[config.mk]
export PLATFORM = sky130hd
export DESIGN_NAME = command_frame_builder_xor_core
export DESIGN_NICKNAME = d
export VERILOG_FILES = /design/src/hw/rtl/cfbx_pkg.sv /design/src/hw/rtl/command_frame_builder_xor_core.sv
export SDC_FILE = /design/constraint.sdc
export NUM_CORES = 1
export LEC_CHECK = 0
export CORE_MARGIN = 3
export CORE_UTILIZATION = 50
export CTS_CLUSTER_DIAMETER = 60
export DETAILED_ROUTE_END_ITERATION = 6
export DONT_BUFFER_PORTS = 1
export GPL_TIMING_DRIVEN = 0
export HOLD_SLACK_MARGIN = 0.05
export MAX_ROUTING_LAYER = met4
export PLACE_DENSITY = 0.7
export SYNTH_ARGS = -nofsm -noshare
export SYNTH_HDL_FRONTEND = slang
export SYNTH_SLANG_ARGS = --single-unit
[constraint.sdc]
create_clock -name i_clk -period 3.6 [get_ports i_clk]
set_clock_uncertainty 0.2 [all_clocks]
set_input_delay 0.18 -clock i_clk [delete_from_list [all_inputs] [get_ports i_clk]]
set_output_delay 0.18 -clock i_clk [all_outputs]
set_load 0.1 [all_outputs]
[src/hw/rtl/cfbx_pkg.sv]
// cfbx_pkg: constants and types for the command frame builder
// frame marker bytes, header overhead and the per-item step codes
// no dependencies
package cfbx_pkg;

    localparam logic [7:0] FRAME_HEAD     = 8'h73;
    localparam logic [7:0] FRAME_CNTL     = 8'h23;
    localparam logic [7:0] FRAME_OVERHEAD = 8'd5;

    typedef logic [2:0] t_step;

    // which byte of the current request goes out next
    localparam t_step STEP_HEAD = 3'd0;
    localparam t_step STEP_LEN  = 3'd1;
    localparam t_step STEP_CNTL = 3'd2;
    localparam t_step STEP_CMD  = 3'd3;
    localparam t_step STEP_DATA = 3'd4;
    localparam t_step STEP_CHK  = 3'd5;

endpackage

[src/hw/rtl/command_frame_builder_xor_core.sv]
// command_frame_builder_xor_core: builds command frames with an xor checksum
// uses cfbx_pkg for marker bytes and step codes
//
// usage: requests enter on i_in_valid / o_in_ready. a start request
// (i_req_type = 0) opens a frame and puts out 0x73, the length byte
// (data length + 5, low 8 bits), 0x23 and the command. each data request
// (i_req_type = 1) puts out its byte; after the last counted data byte the
// checksum byte (xor of all earlier frame bytes) follows with o_frame_end
// high. a zero-length start puts its checksum right after the header. data
// outside a frame is dropped; a start inside a frame abandons the old one.
// bytes leave on o_out_valid / i_out_ready from an output register.
// the request is registered first; its first byte then goes into the output
// register as soon as the output slot is free.
// throughput: one output byte per cycle while the receiver takes them, set
// by the single output register; a data request puts out one byte (two when
// it closes the frame), a start puts out four (five for a zero-length frame)
// and a dropped request none. when the receiver stalls, the output byte holds
// and a request in work waits, so o_in_ready stays low until the slot frees;
// an idle core still takes requests and drops still go ahead. reset clears
// the checksum, the byte count and the open-frame, busy and output valid flags.
module command_frame_builder_xor_core (
    input  logic        i_clk,
    input  logic        i_rst_n,
    input  logic        i_in_valid,
    output logic        o_in_ready,
    input  logic        i_req_type,
    input  logic [7:0]  i_command,
    input  logic [15:0] i_data_length,
    input  logic [7:0]  i_data_byte,
    output logic        o_out_valid,
    input  logic        i_out_ready,
    output logic [7:0]  o_out_byte,
    output logic        o_frame_end
);

    // request in work
    logic                r_busy,      n_busy;
    cfbx_pkg::t_step     r_step,      n_step;
    logic [7:0]          r_command;
    logic [15:0]         r_data_length;
    logic [7:0]          r_data_byte;

    // frame state
    logic [7:0]          r_xor,       n_xor;
    logic [15:0]         r_bytes_left, n_bytes_left;
    logic                r_in_frame,  n_in_frame;

    // output register
    logic                r_out_valid;
    logic [7:0]          r_out_byte;
    logic                r_out_end;

    logic                w_slot;
    logic                w_drop;
    logic                w_emit;
    logic                w_last;
    logic                w_take;
    logic [7:0]          w_byte;
    logic [7:0]          w_len_byte;

    assign w_slot     = !r_out_valid || i_out_ready;
    assign w_len_byte = r_data_length[7:0] + cfbx_pkg::FRAME_OVERHEAD;
    assign w_drop     = r_busy && (r_step == cfbx_pkg::STEP_DATA)
                        && (!r_in_frame || (r_bytes_left == 16'd0));
    assign w_emit     = r_busy && !w_drop && w_slot;
    assign o_in_ready = !r_busy || w_drop || (w_emit && w_last);
    assign w_take     = i_in_valid && o_in_ready;

    always_comb begin
        w_byte       = r_xor;
        w_last       = 1'b1;
        n_step       = r_step;
        n_xor        = r_xor;
        n_bytes_left = r_bytes_left;
        n_in_frame   = r_in_frame;
        unique case (r_step)
            cfbx_pkg::STEP_HEAD: begin
                w_byte = cfbx_pkg::FRAME_HEAD;
                w_last = 1'b0;
                n_step = cfbx_pkg::STEP_LEN;
                n_xor  = cfbx_pkg::FRAME_HEAD;
            end
            cfbx_pkg::STEP_LEN: begin
                w_byte = w_len_byte;
                w_last = 1'b0;
                n_step = cfbx_pkg::STEP_CNTL;
                n_xor  = r_xor ^ w_len_byte;
            end
            cfbx_pkg::STEP_CNTL: begin
                w_byte = cfbx_pkg::FRAME_CNTL;
                w_last = 1'b0;
                n_step = cfbx_pkg::STEP_CMD;
                n_xor  = r_xor ^ cfbx_pkg::FRAME_CNTL;
            end
            cfbx_pkg::STEP_CMD: begin
                w_byte       = r_command;
                w_last       = (r_data_length != 16'd0);
                n_step       = cfbx_pkg::STEP_CHK;
                n_xor        = r_xor ^ r_command;
                n_bytes_left = r_data_length;
                n_in_frame   = 1'b1;
            end
            cfbx_pkg::STEP_DATA: begin
                w_byte       = r_data_byte;
                w_last       = (r_bytes_left != 16'd1);
                n_step       = cfbx_pkg::STEP_CHK;
                n_xor        = r_xor ^ r_data_byte;
                n_bytes_left = r_bytes_left - 16'd1;
            end
            default: begin
                // checksum byte closes the frame
                w_byte       = r_xor;
                w_last       = 1'b1;
                n_xor        = 8'h00;
                n_bytes_left = 16'd0;
                n_in_frame   = 1'b0;
            end
        endcase
    end

    always_comb begin
        n_busy = r_busy;
        if (w_drop || (w_emit && w_last)) begin
            n_busy = 1'b0;
        end
        if (w_take) begin
            n_busy = 1'b1;
        end
    end

    always_ff @(posedge i_clk) begin
        if (!i_rst_n) begin
            r_busy       <= 1'b0;
            r_step       <= cfbx_pkg::STEP_HEAD;
            r_xor        <= 8'h00;
            r_bytes_left <= 16'd0;
            r_in_frame   <= 1'b0;
            r_out_valid  <= 1'b0;
        end else begin
            r_busy <= n_busy;
            if (w_emit) begin
                r_xor        <= n_xor;
                r_bytes_left <= n_bytes_left;
                r_in_frame   <= n_in_frame;
                r_out_valid  <= 1'b1;
            end else if (i_out_ready) begin
                r_out_valid  <= 1'b0;
            end
            if (w_take) begin
                r_step <= i_req_type ? cfbx_pkg::STEP_DATA : cfbx_pkg::STEP_HEAD;
            end else if (w_emit) begin
                r_step <= n_step;
            end
        end
    end

    always_ff @(posedge i_clk) begin
        if (w_take) begin
            r_command     <= i_command;
            r_data_length <= i_data_length;
            r_data_byte   <= i_data_byte;
        end
        if (w_emit) begin
            r_out_byte <= w_byte;
            r_out_end  <= (r_step == cfbx_pkg::STEP_CHK);
        end
    end

    assign o_out_valid = r_out_valid;
    assign o_out_byte  = r_out_byte;
    assign o_frame_end = r_out_end;

endmodule
==> PnR_summary.wiki <==
{| class="wikitable"
! Metric !! Value
|-
| Result of the run || finished, final reports clean
|-
| Hold crit path type || input port to flop
|-
| Critical path type || flop to output port
|-
| Placeable core area || 7019 um2
|-
| Vias per Instance || 6.256
|-
| Switching Fraction || 0.3066
|-
| Startpoint of the worst-slack reg-to-reg timing path || r_bytes_left[2]$_SDFFE_PN0P_
|-
| Fin cells || 536
|-
| Hold Path Origin || i_rst_n
|-
| TritonCTS clock tree || done
|-
| End of the worst hold path || r_xor[6]$_SDFFE_PN0P_
|-
| Flip-flop and latch area || 1832 um2
|-
| Number of enable flip-flop cells after synthesis || 41
|-
| CP startpoint kind || flop
|-
| P_sw || 0.5774 mW
|-
| Count of nets after finishing || 477
|-
| Placed cell count || 485
|-
| Setup total negative slack || 0 ns
|-
| Via count || 3,353
|-
| Total Routed Length || 10,780 um
|-
| Initial cell density of the core || 0.5307
|-
| Count of distinct cell types in the synthesized netlist || 63
|-
| Post-CTS setup-driven buffer insertion count || 0
|-
| Final-report max-slew violation count || 0
|-
| Number of design-rule violations left by the first detailed-router iteration || 275
|-
| Total GRT Usage || 0.2704
|-
| Critical Path, Cell by Cell || nor4_4, nand4_2, o21ai_2, nand2_1, nand3_1
|-
| Clock latency on the worst-skew pair || 0.36 ns
|-
| Synth warnings || 0
|-
| Initial antenna violation count || 0
|-
| Slowest cell on the critical path || sky130_fd_sc_hd__nand3_1
|-
| Share of synthesized flip-flops with an asynchronous set or reset || 0
|-
| Die Y-Extent || 92.31 um
|-
| DIE WIDTH || 92.31 um
|-
| Weighted congestion at the end of routability-driven global placement || 0.9223
|-
| Area enclosed by the die boundary || 8521 um2
|-
| Power density normalized to cell area || 428.1 nW/um2
|-
| CP bufs+invs || 0
|-
| Hold slack final || 0.1589 ns
|-
| Multiplexer share of the synthesized area || 0.005710
|-
| Most instantiated flip-flop cell in the synthesis netlist || sky130_fd_sc_hd__edfxtp_1
|-
| Worst-case clock buffer depth || 2
|-
| Post-synthesis register bit count || 71
|-
| Compound-gate portion of the synthesized area || 0.2536
|-
| Worst hold stages || 3
|-
| Slew margin rel. || 0.2199
|-
| Cell type group with the largest total delay on the critical path || simple AND/OR/NAND/NOR gates
|-
| Clock network fraction of design power || 0.336
|-
| Unrepaired setup endpoints after global routing || false
|-
| Instance count of the mapped netlist || 389
|-
| Sequential fraction of design power || 0.533
|-
| Number of H-tree levels || 3
|-
| Area used by multi-input combinational logic || 1764 um2
|-
| Cell-internal power || 1.306 mW
|-
| Post-synth net total || 431
|-
| CTS sink cnt || 71
|-
| Total setup violations reported at the end of the flow || 0
|-
| Worst R2R Setup Slack || 0.30 ns
|-
| Filler cell count in the final layout || 613
|-
| Overflow left after global routing || 0
|-
| Worst Tran Pin Value || 1.170 ns
|-
| Tcrit/Tclk final || 0.9239
|-
| Capture instance of the worst register-to-register path || r_data_byte[2]$_DFFE_PP_
|-
| Maximum capacitance violations || 0
|-
| Register-to-Register Path Depth || 5
|-
| Peak supply drop || 0.4172 mV
|-
| Fraction of power consumed by combinational cells || 0.131
|-
| Signal arrival time at the worst endpoint || 2.95 ns
|-
| Area fraction in and, or, nand and nor cells after synthesis || 0.1653
|-
| Area added between synthesis and finish || 18.11%
|-
| Ports placed on the boundary || 48
|-
| CP Max Fanout || 7
|-
| Drt wl/cell || 20.12 um
|-
| Most frequent cells in the layout || sky130_fd_sc_hd__nor2_1 (41), sky130_fd_sc_hd__edfxtp_1 (41), sky130_fd_sc_hd__nand2_1 (40)
|-
| Port Buffers || 0
|-
| Vias in the first global route || 3,143
|-
| Post-synthesis share of cell area spent on full adders, half adders and majority gates || 0.01680
|-
| Detailed-routing iteration count for the pre-antenna-repair pass || 5
|-
| First-pass GRT wire length || 17,060 um
|-
| Standard-cell rows || 30
|-
| Clk pin slew, worst setup/hold paths || 0.08 ns
|-
| Min Clock Period, post-route || 3.326 ns
|-
| Data required, critical path || 3.22 ns
|-
| Achievable frequency || 300.7 MHz
|-
| Netlist area before placement || 3725 um2
|-
| Fraction of layout instances using a drive strength above 1 || 0.08182
|-
| Sequential-to-total area share from yosys stat || 0.4918
|-
| Crit path largest cell delay || 0.88 ns
|-
| Leakage power of the design || 1.508 nW
|-
| DRC viols || 0
|-
| Kind of end point of the critical path || output port
|-
| Hold Vio Cnt, Final || 0
|-
| Number of buffers added by the clock tree synthesis step || 9
|-
| Mean instance size in the synthesized netlist || 9.575 um2
|-
| Cell count along the critical path || 5
|-
| Maximum number of pins on one net before global-route repair || 36
|-
| Synthesized-area fraction occupied by xor and xnor cells || 0.03057
|-
| HPWL after DPL || 7257 um
|-
| Remaining antenna violation count || 0
|-
| Main combinational cell family by area after synthesis || compound AO/OA/AOI/OAI gates
|-
| N_diodes || 0
|-
| CTS root buf || sky130_fd_sc_hd__clkbuf_8
|}
-- cells in the mapped netlist, types with 3 or more instances --
master | number | share of area
sky130_fd_sc_hd__xnor2_1 | 7 | 0.016
sky130_fd_sc_hd__clkbuf_1 | 11 | 0.011
sky130_fd_sc_hd__inv_1 | 12 | 0.012
sky130_fd_sc_hd__nand2_1 | 40 | 0.040
sky130_fd_sc_hd__o221ai_1 | 4 | 0.0094
sky130_fd_sc_hd__o21ai_0 | 18 | 0.024
sky130_fd_sc_hd__o22ai_1 | 8 | 0.013
sky130_fd_sc_hd__a22o_1 | 10 | 0.024
sky130_fd_sc_hd__buf_2 | 6 | 0.0081
sky130_fd_sc_hd__nand3_1 | 6 | 0.0081
sky130_fd_sc_hd__dfxtp_1 | 30 | 0.16
sky130_fd_sc_hd__ha_1 | 5 | 0.017
sky130_fd_sc_hd__o31ai_1 | 4 | 0.0081
sky130_fd_sc_hd__o21ai_1 | 17 | 0.023
sky130_fd_sc_hd__nand2b_1 | 3 | 0.0050
sky130_fd_sc_hd__a21oi_1 | 27 | 0.036
sky130_fd_sc_hd__edfxtp_1 | 41 | 0.33
sky130_fd_sc_hd__a221oi_1 | 6 | 0.014
sky130_fd_sc_hd__xor2_1 | 6 | 0.014
sky130_fd_sc_hd__a21o_1 | 3 | 0.0060
sky130_fd_sc_hd__nor2_1 | 41 | 0.041
sky130_fd_sc_hd__a22oi_1 | 7 | 0.014
sky130_fd_sc_hd__a211oi_1 | 6 | 0.012
sky130_fd_sc_hd__nor4_1 | 5 | 0.0084
sky130_fd_sc_hd__nor3_1 | 12 | 0.016
sky130_fd_sc_hd__o2111ai_1 | 3 | 0.0071
sky130_fd_sc_hd__and2_1 | 3 | 0.0050
sky130_fd_sc_hd__buf_1 | 5 | 0.0050
-- stage by stage --
stage | utilization | cell area [um2] | setup slack (ns) | power, mW
finish | 0.6267 | 4399 | 0.2741 | 1.883
global route | 0.6267 | 4399 | 0.06395 | 1.957
CTS | 0.6258 | 4393 | 0.2175 | 1.881
detailed placement | 0.5478 | 3845 | 0.2967 | 1.231
global placement | 0.5478 | 3845 | 0.2596 | 1.227
floorplan | - | 3725 | 0.7692 | 1.164
-- power groups by stage --
| stage | registers [mW] | logic (mW) | clock network (mW) |
|---|---|---|---|
| CTS | 1.00 | 0.242 | 0.639 |
| floorplan | 1.00 | 0.160 | 0 |
| global placement | 1.02 | 0.209 | 0 |
| finish | 1.00 | 0.247 | 0.632 |
| detailed placement | 1.02 | 0.211 | 0 |
| global route | 1.01 | 0.270 | 0.679 |
-- routing by layer --
metal / vias to the layer above / track usage / share of wire
met2: 182 / 0.3927 / 0.44
li1: 1566 / - / -
met3: 19 / 0.05930 / 0.084
met4: 0 / 0.07921 / 0.016
met1: 1586 / 0.3809 / 0.46
met5: - / - / 0
-- cells by family (layout without fill, tap and decap cells) --
kind of cell               count (synthesis)  count (layout)
AOI/OAI and AO/OA                        138             138
and+or+nand+nor                          126             126
DFF                                       71              71
buffers and inverters                     34              85
xor gates and xnor gates                  13              13
adders and majority gates                  5               5
muxes                                      2               2
-- flip-flops by register name, indices dropped and copies added, names as in the netlist --
name / flops
r_data_length: 16
o_out_valid: 1
r_xor: 8
r_command: 8
r_busy: 1
o_out_byte: 8
o_frame_end: 1
r_step: 3
r_data_byte: 8
r_in_frame: 1
r_bytes_left: 16
-- tightest hold or removal path, stage by stage --
cell and delay, ns:
sky130_fd_sc_hd__clkbuf_1 0.27, sky130_fd_sc_hd__nand2_1 0.15, sky130_fd_sc_hd__o22ai_1 0.06
-- timing repair --
action	4_1_cts	5_1_grt
resized for setup	0	1
hold buffers	35	0
setup endpoints to repair	0	34
endpoints found under the hold margin	35	0
-- final cells by class --
cell class / count / area share
Multi-Input combinational cell: 284 / 0.4010
Timing Repair Buffer: 35 / 0.07964
Buffer: 22 / 0.02048
Inverter: 12 / 0.01024
Clock inverter: 6 / 0.01109
Tap cell: 96 / 0.02730
Sequential cell: 71 / 0.4164
Clock buffer: 10 / 0.03385
-- worst max path at each step --
stage                                       startpoint                     endpoint
after floorplan               o_out_valid$_SDFFE_PN0P_          r_busy$_SDFFE_PN0P_
after global placement    r_bytes_left[7]$_SDFFE_PN0P_  r_data_length[10]$_DFFE_PP_
after detailed placement  r_bytes_left[7]$_SDFFE_PN0P_  r_data_length[10]$_DFFE_PP_
after CTS                 r_bytes_left[7]$_SDFFE_PN0P_                   o_in_ready
after global routing      r_bytes_left[2]$_SDFFE_PN0P_       r_step[2]$_SDFFE_PN0P_
final                     r_bytes_left[2]$_SDFFE_PN0P_                   o_in_ready
Note: power is estimated with default switching activity, not from simulation.
